## src/hdl/lfuc_pkg.sv

```systemverilog
// Shared types and constants of the LFU byte-budget object cache.
// Holds the entry record, command and status codes, and the control/status
// structs between the controller and the datapath. Depends on nothing.
package lfuc_pkg;

  // Table depth; the slot and count widths below are sized for it.
  localparam int ENTRIES = 64;

  localparam int ID_W    = 31;
  localparam int SIZE_W  = 32;
  localparam int LOCKS_W = 16;
  localparam int USES_W  = 32;
  localparam int STAMP_W = 32;
  localparam int SLOT_W  = 6;
  localparam int COUNT_W = 7;

  localparam logic [LOCKS_W-1:0] LOCKS_MAX = '1;
  localparam logic [USES_W-1:0]  USES_MAX  = '1;

  // Division by five of a small count: (x * 52429) >> 18.
  localparam int DIV5_MUL   = 52429;
  localparam int DIV5_MUL_W = 16;
  localparam int DIV5_SHIFT = 18;

  typedef enum logic [1:0] {
    CMD_ACQUIRE = 2'd0,
    CMD_RELEASE = 2'd1,
    CMD_REMOVE  = 2'd2,
    CMD_PURGE   = 2'd3
  } cmd_e;

  typedef enum logic [2:0] {
    ST_HIT        = 3'd0,
    ST_INSERTED   = 3'd1,
    ST_NOT_FOUND  = 3'd2,
    ST_LOCKED     = 3'd3,
    ST_NO_ROOM    = 3'd4,
    ST_FULL       = 3'd5,
    ST_NOT_LOCKED = 3'd6
  } status_e;

  typedef enum logic [4:0] {
    OP_NONE,
    OP_CAPTURE,
    OP_IDX_ZERO,
    OP_IDX_LIVE,
    OP_READ_IDX,
    OP_READ_IDX_M1,
    OP_LK_STEP,
    OP_LK_MISS_END,
    OP_HIT_WRITE,
    OP_REL_WRITE,
    OP_EV_START,
    OP_EV_STEP,
    OP_EV_PICK,
    OP_EV_MARK,
    OP_REMOVE_MARK,
    OP_SW_START,
    OP_SW_STEP,
    OP_SW_END,
    OP_SHIFT_STEP,
    OP_INSERT,
    OP_FINISH
  } dp_op_e;

  typedef struct packed {
    logic [ID_W-1:0]    id;
    logic [SIZE_W-1:0]  size;
    logic [LOCKS_W-1:0] locks;
    logic [USES_W-1:0]  uses;
    logic [STAMP_W-1:0] stamp;
  } entry_t;

  typedef struct packed {
    dp_op_e  op;
    logic    res_load;
    status_e res_status;
    logic    res_slot;
    logic    res_lock;
  } dp_cmd_t;

  typedef struct packed {
    logic idx_at_live;
    logic idx_at_pos;
    logic lk_less;
    logic hit;
    cmd_e cmd;
    logic locks_zero;
    logic table_full;
    logic too_big;
    logic fits;
    logic best_valid;
    logic alone_fit;
    logic acc_cover;
  } dp_stat_t;

endpackage

```

## src/hdl/lfuc_ctrl.sv

```systemverilog
// Controller of the LFU object cache: one state machine that sequences
// lookup, victim search, compaction, insert shift and result hand-off.
// Depends on lfuc_pkg; drives lfuc_dp through dp_cmd_t.
module lfuc_ctrl
  import lfuc_pkg::*;
(
  input  logic     clk_i,
  input  logic     rst_ni,
  input  logic     in_valid_i,
  output logic     in_ready_o,
  output logic     out_valid_o,
  input  logic     out_ready_i,
  output dp_cmd_t  dp_cmd_o,
  input  dp_stat_t dp_stat_i
);

  typedef enum logic [3:0] {
    S_IDLE,
    S_LK_CHK,
    S_LK_USE,
    S_DISPATCH,
    S_EV_CHK,
    S_EV_USE,
    S_EV_PICK,
    S_EV_MARK,
    S_SW_CHK,
    S_SW_USE,
    S_EV_POST,
    S_IN_CHK,
    S_IN_USE,
    S_IN_WR,
    S_FIN
  } state_e;

  state_e state_q, state_d;
  logic   relook_q, relook_d;
  logic   out_valid_q, out_valid_d;

  always_comb begin
    state_d     = state_q;
    relook_d    = relook_q;
    out_valid_d = out_valid_q;
    dp_cmd_o    = '{op: OP_NONE, res_load: 1'b0, res_status: ST_HIT,
                    res_slot: 1'b0, res_lock: 1'b0};
    if (out_valid_q && out_ready_i) begin
      out_valid_d = 1'b0;
    end
    case (state_q)
      S_IDLE: begin
        if (in_valid_i) begin
          dp_cmd_o.op = OP_CAPTURE;
          relook_d    = 1'b0;
          state_d     = S_LK_CHK;
        end
      end
      S_LK_CHK: begin
        if (dp_stat_i.idx_at_live) begin
          dp_cmd_o.op = OP_LK_MISS_END;
          state_d     = S_DISPATCH;
        end else begin
          dp_cmd_o.op = OP_READ_IDX;
          state_d     = S_LK_USE;
        end
      end
      S_LK_USE: begin
        dp_cmd_o.op = OP_LK_STEP;
        state_d     = dp_stat_i.lk_less ? S_LK_CHK : S_DISPATCH;
      end
      S_DISPATCH: begin
        dp_cmd_o.res_load = 1'b1;
        state_d           = S_FIN;
        case (dp_stat_i.cmd)
          CMD_ACQUIRE: begin
            if (relook_q) begin
              dp_cmd_o.op       = OP_IDX_LIVE;
              dp_cmd_o.res_load = 1'b0;
              state_d           = S_IN_CHK;
            end else if (dp_stat_i.hit) begin
              dp_cmd_o.op         = OP_HIT_WRITE;
              dp_cmd_o.res_status = ST_HIT;
              dp_cmd_o.res_slot   = 1'b1;
            end else if (dp_stat_i.table_full) begin
              dp_cmd_o.res_status = ST_FULL;
            end else if (dp_stat_i.too_big) begin
              dp_cmd_o.res_status = ST_NO_ROOM;
            end else if (dp_stat_i.fits) begin
              dp_cmd_o.op       = OP_IDX_LIVE;
              dp_cmd_o.res_load = 1'b0;
              state_d           = S_IN_CHK;
            end else begin
              dp_cmd_o.op       = OP_EV_START;
              dp_cmd_o.res_load = 1'b0;
              state_d           = S_EV_CHK;
            end
          end
          CMD_RELEASE: begin
            if (!dp_stat_i.hit) begin
              dp_cmd_o.res_status = ST_NOT_FOUND;
            end else if (dp_stat_i.locks_zero) begin
              dp_cmd_o.res_status = ST_NOT_LOCKED;
              dp_cmd_o.res_slot   = 1'b1;
            end else begin
              dp_cmd_o.op         = OP_REL_WRITE;
              dp_cmd_o.res_status = ST_HIT;
              dp_cmd_o.res_slot   = 1'b1;
            end
          end
          CMD_REMOVE: begin
            if (!dp_stat_i.hit) begin
              dp_cmd_o.res_status = ST_NOT_FOUND;
            end else if (!dp_stat_i.locks_zero) begin
              dp_cmd_o.res_status = ST_LOCKED;
              dp_cmd_o.res_slot   = 1'b1;
              dp_cmd_o.res_lock   = 1'b1;
            end else begin
              dp_cmd_o.op         = OP_REMOVE_MARK;
              dp_cmd_o.res_status = ST_HIT;
              dp_cmd_o.res_slot   = 1'b1;
              state_d             = S_SW_CHK;
            end
          end
          default: begin
            dp_cmd_o.op         = OP_SW_START;
            dp_cmd_o.res_status = ST_HIT;
            state_d             = S_SW_CHK;
          end
        endcase
      end
      S_EV_CHK: begin
        if (dp_stat_i.idx_at_live) begin
          state_d = S_EV_PICK;
        end else begin
          dp_cmd_o.op = OP_READ_IDX;
          state_d     = S_EV_USE;
        end
      end
      S_EV_USE: begin
        dp_cmd_o.op = OP_EV_STEP;
        state_d     = S_EV_CHK;
      end
      S_EV_PICK: begin
        dp_cmd_o.op = OP_EV_PICK;
        if (!dp_stat_i.best_valid || dp_stat_i.alone_fit || dp_stat_i.acc_cover) begin
          state_d = S_EV_MARK;
        end else begin
          state_d = S_EV_CHK;
        end
      end
      S_EV_MARK: begin
        dp_cmd_o.op = OP_EV_MARK;
        state_d     = S_SW_CHK;
      end
      S_SW_CHK: begin
        if (dp_stat_i.idx_at_live) begin
          dp_cmd_o.op = OP_SW_END;
          state_d     = (dp_stat_i.cmd == CMD_ACQUIRE) ? S_EV_POST : S_FIN;
        end else begin
          dp_cmd_o.op = OP_READ_IDX;
          state_d     = S_SW_USE;
        end
      end
      S_SW_USE: begin
        dp_cmd_o.op = OP_SW_STEP;
        state_d     = S_SW_CHK;
      end
      S_EV_POST: begin
        if (dp_stat_i.fits) begin
          dp_cmd_o.op = OP_IDX_ZERO;
          relook_d    = 1'b1;
          state_d     = S_LK_CHK;
        end else begin
          dp_cmd_o.res_load   = 1'b1;
          dp_cmd_o.res_status = ST_NO_ROOM;
          state_d             = S_FIN;
        end
      end
      S_IN_CHK: begin
        if (dp_stat_i.idx_at_pos) begin
          state_d = S_IN_WR;
        end else begin
          dp_cmd_o.op = OP_READ_IDX_M1;
          state_d     = S_IN_USE;
        end
      end
      S_IN_USE: begin
        dp_cmd_o.op = OP_SHIFT_STEP;
        state_d     = S_IN_CHK;
      end
      S_IN_WR: begin
        dp_cmd_o.op         = OP_INSERT;
        dp_cmd_o.res_load   = 1'b1;
        dp_cmd_o.res_status = ST_INSERTED;
        dp_cmd_o.res_slot   = 1'b1;
        state_d             = S_FIN;
      end
      S_FIN: begin
        if (!out_valid_q || out_ready_i) begin
          dp_cmd_o.op = OP_FINISH;
          out_valid_d = 1'b1;
          state_d     = S_IDLE;
        end
      end
      default: state_d = S_IDLE;
    endcase
  end

  always_ff @(posedge clk_i or negedge rst_ni) begin
    if (!rst_ni) begin
      state_q     <= S_IDLE;
      relook_q    <= 1'b0;
      out_valid_q <= 1'b0;
    end else begin
      state_q     <= state_d;
      relook_q    <= relook_d;
      out_valid_q <= out_valid_d;
    end
  end

  assign in_ready_o  = (state_q == S_IDLE);
  assign out_valid_o = out_valid_q;

endmodule
```

## config.mk

```make
export PLATFORM = sky130hd
export DESIGN_NAME = lfuc_ctrl
export DESIGN_NICKNAME = d
export VERILOG_FILES = /design/src/hdl/lfuc_pkg.sv /design/src/hdl/lfuc_ctrl.sv
export SDC_FILE = /design/constraint.sdc
export NUM_CORES = 1
export LEC_CHECK = 0
export ABC_AREA = 1
export BUFFER_PORTS_ARGS = -buffer_cell sky130_fd_sc_hd__buf_2
export CAP_MARGIN = 40
export CORE_MARGIN = 4
export CORE_UTILIZATION = 56
export CTS_BUF_LIST = sky130_fd_sc_hd__clkbuf_4
export DETAILED_ROUTE_END_ITERATION = 16
export GPL_TIMING_DRIVEN = 0
export HOLD_SLACK_MARGIN = 0.05
export PLACE_DENSITY = 0.95
export SLEW_MARGIN = 40
export SYNTH_ARGS = -nofsm -noshare
export SYNTH_HDL_FRONTEND = slang
export SYNTH_SLANG_ARGS = --single-unit
```

## constraint.sdc

```tcl
create_clock -name clk_i -period 2.6 [get_ports clk_i]
set_input_delay 0.65 -clock clk_i [delete_from_list [all_inputs] [get_ports clk_i]]
set_output_delay 0.65 -clock clk_i [all_outputs]
set_load 0.02 [all_outputs]
```

==> results of run 1 <==
## sequential cells by signal (all words and copies together), names as in the netlist
| signal | cells |
|---|---|
| relook_q | 1 |
| state_q | 4 |
| out_valid_o | 1 |
## final cells by class
cell class	count	share of cell area (%)
Multi-Input combinational cell	134	59.8
Sequential cell	6	13.9
Timing Repair Buffer	29	13.4
Tap cell	16	1.85
Inverter	26	9.01
Clock buffer	3	2.08
## routing by layer
layer,up-vias,share of wire (%)
met4,0,0.92
met5,-,0
met3,6,12
li1,599,-
met1,525,37
met2,81,50
## metrics by stage
stage | TNS [ns] | hold WS (ns) | utilization, % | total power, W
6_report | 0 | 0.224 | 71.9 | 0.00103
5_1_grt | -0.000432 | 0.227 | 71.9 | 0.00113
4_1_cts | 0 | 0.222 | 71.1 | 0.00101
3_5_place_dp | 0 | 0.473 | 69.6 | 0.000930
3_3_place_gp | 0 | 0.470 | 69.6 | 0.000919
2_1_floorplan | 0 | 0.354 | - | 0.000712
## cell families (layout without fill, tap and decap cells)
kind of cell               after synthesis  count (layout)  share of synthesized area (%)
DFF                                      6               6                           17.0
buffers and inverters                   26              58                           11.0
and+or+nand+nor                        107             107                           52.0
AOI/OAI and AO/OA                       23              23                           14.3
adders and majority gates                4               4                           5.67
## repair_timing
| item | CTS | global route |
|---|---|---|
| setup endpoints to repair | 0 | 5 |
| gates resized for setup | 0 | 5 |
| hold buffers | 0 | 0 |
## synth_stat cells
| cell type | n |
|---|---|
| nor3_1 | 3 |
| o211ai_1 | 1 |
| o21bai_1 | 1 |
| nor2_1 | 19 |
| o2111ai_1 | 1 |
| a21oi_1 | 8 |
| inv_1 | 24 |
| ha_1 | 4 |
| nand2_1 | 58 |
| dfrtp_1 | 6 |
| nor2_2 | 4 |
| inv_2 | 2 |
| nand3_1 | 17 |
| o31ai_1 | 1 |
| nand3b_1 | 2 |
| nand2_2 | 1 |
| nor2_4 | 1 |
| nand4_1 | 2 |
| o21ai_0 | 11 |
## power breakdown
part | leakage, nW | internal, W | switching [W]
clock | 0.0138 | 0.0000518 | 0.0000278
sequential | 0.0770 | 0.000135 | 0.0000582
combinational | 0.581 | 0.000240 | 0.000517
total | 0.672 | 0.000428 | 0.000603
## final timing paths
| kind | start | slack, ns | endpoint | cells past startpoint |
|---|---|---|---|---|
| worst max-delay path | dp_stat_i[7] | 0.12 | dp_cmd_o[4] | 10 |
| worst min register to register | out_valid_o | 0.57 | out_valid_o | 2 |
| worst min-delay path | rst_ni | 0.22 | state_q[0] | 1 |
| max in group asynchronous | rst_ni | 2.24 | state_q[2] | 1 |
| worst max register to register | state_q[0] | 1.12 | state_q[0] | 6 |
| min in group clk_i | out_valid_o | 0.57 | out_valid_o | 2 |
## worst register-to-register path: stages (launching register included)
cell and delay (ns):
dfrtp_1 0.44, nor2_1 0.40, nand2_1 0.17, o21ai_0 0.20, inv_1 0.06, nand2_1 0.07
inv_1 0.04
==> flow_metrics.env, run 1 <==
export IMPL_finClkSkew_ns=0.00227
export IMPL_layout_drive_gt1_share_pct=21.7
export IMPL_die_h_um=47.7
export IMPL_placed_cell_area_mm2=0.00105
export IMPL_netlist_top_cells_area="nand2_1 25%, dfrtp_1 17%, inv_1 10%"
export IMPL_worstPathCellList="buf_2 > inv_1 > ha_2 > inv_1 > nor2_4 > nand2_1 > o21ai_0 > nand2_1 > nand2_1 > buf_2"
export IMPL_area_growth_syn_to_layout_pct=22.7
export IMPL_final_common_cell="nand2_1"
export IMPL_cts_setup_buffers=0
export IMPL_io_buffers=29
export IMPL_yosys_area_top_type="nand2_1"
export IMPL_fin_cells=214
export IMPL_cp_top_family="buffers and inverters"
export IMPL_nFillCells=140
export IMPL_hold_viol_final=0
export IMPL_layout_setup_ws_ns=0.119
export IMPL_drc=0
export IMPL_met3_usage_pct=5.64
export IMPL_yosysTopAreaCellShare_pct=24.6
export IMPL_num_vias=1211
export IMPL_netlist_area_um2=883
export IMPL_nets=221
export IMPL_crit_path_end_kind="output port"
export IMPL_first_global_vias=1036
export IMPL_grtUsageMet1_pct=29.9
export IMPL_place_ws_ns=0.00540
export IMPL_synth_seq_cells=6
export IMPL_crit_path_max_incr_delay_ns=0.22
export IMPL_grt_usage_pct=24.7
export IMPL_max_cap_violations=0
export IMPL_clk_latency_ns=0.23
export IMPL_core_mm2=0.00151
export IMPL_syn_inst=166
export IMPL_min_period_ns=2.48
export IMPL_cts_root_buf="clkbuf_4"
export IMPL_outcome="finished clean"
export IMPL_synth_nets=187
export IMPL_initial_core_util_pct=58.6
export IMPL_routed_wl_um=2610
export IMPL_required_ns=1.95
export IMPL_setup_viol=0
export IMPL_cts_tree="done"
export IMPL_final_max_slew_viol_count=0
export IMPL_holdCritPathClass="in2async"
export IMPL_multi_input_area_um2=648
export IMPL_crit_slowest_cell="ha_2"
export IMPL_rows=14
export IMPL_overflow=0
export IMPL_die_area_mm2=0.00228
export IMPL_antenna_found_initial=0
export IMPL_leakagePower_nw=0.672
export IMPL_worst_pin_slew_ns=0.442
export IMPL_ctsLongestPathBuffers=2
export IMPL_cts_made_buffers=3
export IMPL_drtIter0Drc=72
export IMPL_synth_area_per_cell_um2=5.32
export IMPL_final_area_mm2=0.00108
export IMPL_ys_seq_area_share_pct=17.0
export IMPL_drtAntennaViolNets=0
export IMPL_firstDrtPassIters=4
export IMPL_yosysWarnings=0
export IMPL_vias_per_cell=5.66
export IMPL_grt_busiest_layer="met2"
export IMPL_antenna_cells=0
export IMPL_critPathKind="in2out"
export IMPL_dp_hpwl_um=2160
export IMPL_gp_congestion=0.943
export IMPL_grt_max_degree=8
export IMPL_final_cell_mix="58 x nand2_1, 29 x buf_2, 24 x inv_1"
export IMPL_io_pins=30
export IMPL_cts_sinks=6
export IMPL_crit_top_cell="nand2_1"
export IMPL_clkTransAtPathRegs_ns=0.04
export IMPL_cp_start_kind="input port"
export IMPL_fmax_mhz=403
export IMPL_min_period_over_period_pct=95.4
export IMPL_p_per_area_mw_per_mm2=951
export IMPL_crit_fanout=4
export IMPL_yosysUniqueCellTypes=19
export IMPL_post_place_cells=211
export IMPL_met2_usage_pct=42.7
export IMPL_cts_max_level=1
export IMPL_die_w_um=47.7
export IMPL_arrival_ns=1.83
export IMPL_regArea_um2=150
export IMPL_wire_per_inst_um=12.2
export IMPL_cp_buffers_inverters=4
export IMPL_slew_headroom_pct=70.4
export IMPL_grt_pass1_wl_um=4050
export IMPL_ir_worst_vdd_uv=590
(Power assumes the default switching activity.)
==> inputs of run 2 (changes only) <==
PLACE_DENSITY = 0.89   (was 0.95)
==> run 2 against run 1 <==
Cell count unchanged. Largest power group unchanged. Largest cell class unchanged. Critical path type unchanged. Clock skew hardly changed. Final area shrank 0.46%. Total power decreased by 0.49%. Wire length down 3.2%. Clock power up 0.8%. Count of clock-buffer cells in the layout is the same. Die area stayed put. Critical path depth unchanged. Global-route usage shrank 0.57 points. Sequential cell count unchanged.
==> flow_metrics.env, run 2 (synthesized netlist as in run 1, its figures left out) <==
export IMPL_placed_cell_area_mm2=0.00105
export IMPL_cp_buffers_inverters=4
export IMPL_final_area_mm2=0.00108
export IMPL_layout_drive_gt1_share_pct=20.7
export IMPL_hold_viol_final=0
export IMPL_required_ns=1.95
export IMPL_worst_pin_slew_ns=0.350
export IMPL_core_mm2=0.00151
export IMPL_met2_length_um=1200
export IMPL_antenna_found_initial=0
export IMPL_min_period_ns=2.51
export IMPL_post_place_cells=211
export IMPL_fin_util_pct=71.6
export IMPL_crit_slowest_cell="ha_1"
export IMPL_p_per_area_mw_per_mm2=951
export IMPL_holdCritPathClass="in2async"
export IMPL_rows=14
export IMPL_ctsLongestPathBuffers=2
export IMPL_min_period_over_period_pct=96.6
export IMPL_drtIter0Drc=81
export IMPL_crit_path_max_incr_delay_ns=0.23
export IMPL_arrival_ns=1.86
export IMPL_overflow=0
export IMPL_largest_reg_flops=4
export IMPL_drtAntennaViolNets=0
export IMPL_setup_viol=0
export IMPL_io_pins=30
export IMPL_m1WireLength_um=1090
export IMPL_cts_max_level=1
export IMPL_crit_path_end_kind="output port"
export IMPL_slew_headroom_pct=76.6
export IMPL_leakagePower_nw=0.675
export IMPL_cp_start_kind="input port"
export IMPL_top_register="state_q"
export IMPL_dp_hpwl_um=2140
export IMPL_worstPathCellList="buf_2 > inv_1 > ha_1 > inv_1 > o21ai_1 > nand2_1 > nand4_1 > nor2_1 > nand2_1 > buf_2"
export IMPL_final_common_cell="nand2_1"
export IMPL_routed_wl_um=2520
export IMPL_vias_per_cell=5.38
export IMPL_critPathKind="in2out"
export IMPL_antenna_cells=0
export IMPL_drc=0
export IMPL_die_area_mm2=0.00228
export IMPL_io_buffers=29
export IMPL_cts_made_buffers=3
export IMPL_grt_max_degree=8
export IMPL_cts_tree="done"
export IMPL_cts_sinks=6
export IMPL_num_vias=1151
export IMPL_area_growth_syn_to_layout_pct=22.1
export IMPL_finClkSkew_ns=0.00184
export IMPL_die_h_um=47.7
export IMPL_fin_cells=214
export IMPL_max_cap_violations=0
export IMPL_first_global_vias=897
export IMPL_fmax_mhz=398
export IMPL_die_w_um=47.7
export IMPL_wire_per_inst_um=11.8
export IMPL_clk_latency_ns=0.24
export IMPL_crit_fanout=4
export IMPL_gp_congestion=0.917
export IMPL_cp_top_family="buffers and inverters"
export IMPL_grt_usage_pct=24.1
export IMPL_firstDrtPassIters=4
export IMPL_clkTransAtPathRegs_ns=0.04
export IMPL_post_cts_resized=0
export IMPL_highest_layer="met4"
export IMPL_cts_setup_buffers=0
export IMPL_ctsHoldBuffers=0
export IMPL_grt_pass1_wl_um=3880
export IMPL_final_cell_mix="58 x nand2_1, 29 x buf_2, 24 x inv_1"
export IMPL_outcome="finished clean"
export IMPL_wl_met3_um=209
export IMPL_ir_worst_vdd_uv=701
export IMPL_initial_core_util_pct=58.6
export IMPL_final_max_slew_viol_count=0
export IMPL_nets=221
export IMPL_cts_root_buf="clkbuf_4"
[run 2: cell type report]
class | instances | area, µm²
flip-flops and latches | 6 | 150
inverters | 26 | 97.6
clock buffers | 3 | 22.5
well taps | 16 | 20.0
multi-input cells | 134 | 643
repair buffers | 29 | 145
fillers | 135 | 428
[run 2: per-stage QoR]
step / total power (W) / setup TNS (ns) / hold slack (ns) / setup slack (ns)
3_3_place_gp: 0.000919 / 0 / 0.473 / 0.101
4_1_cts: 0.00101 / 0 / 0.219 / 0.0440
6_report: 0.00103 / 0 / 0.223 / 0.0876
3_5_place_dp: 0.000930 / 0 / 0.472 / 0.0497
2_1_floorplan: 0.000712 / 0 / 0.354 / 0.250
5_1_grt: 0.00113 / -0.00232 / 0.221 / -0.00232
[run 2: where the power goes]
| group | internal, W | switching [W] |
|---|---|---|
| sequential | 0.000135 | 0.0000587 |
| combinational | 0.000240 | 0.000512 |
| clock | 0.0000519 | 0.0000284 |
[run 2: layer usage]
| metal | global-route usage [%] | vias to the layer above |
|---|---|---|
| li1 | - | 595 |
| met1 | 33.4 | 492 |
| met2 | 38.8 | 60 |
| met4 | 8.60 | 0 |
| met5 | 0 | - |
| met3 | 2.26 | 4 |
[run 2: worst paths after layout]
| kind | endpoint | cells past startpoint | slack, ns | startpoint |
|---|---|---|---|---|
| worst max-delay path | dp_cmd_o[7] | 10 | 0.09 | dp_stat_i[7] |
| min in group clk_i | out_valid_o | 2 | 0.57 | out_valid_o |
| max in group asynchronous | out_valid_o | 1 | 2.24 | rst_ni |
| worst min-delay path | state_q[1] | 1 | 0.22 | rst_ni |
| worst max register to register | state_q[0] | 7 | 1.19 | state_q[2] |
| worst min register to register | out_valid_o | 2 | 0.57 | out_valid_o |
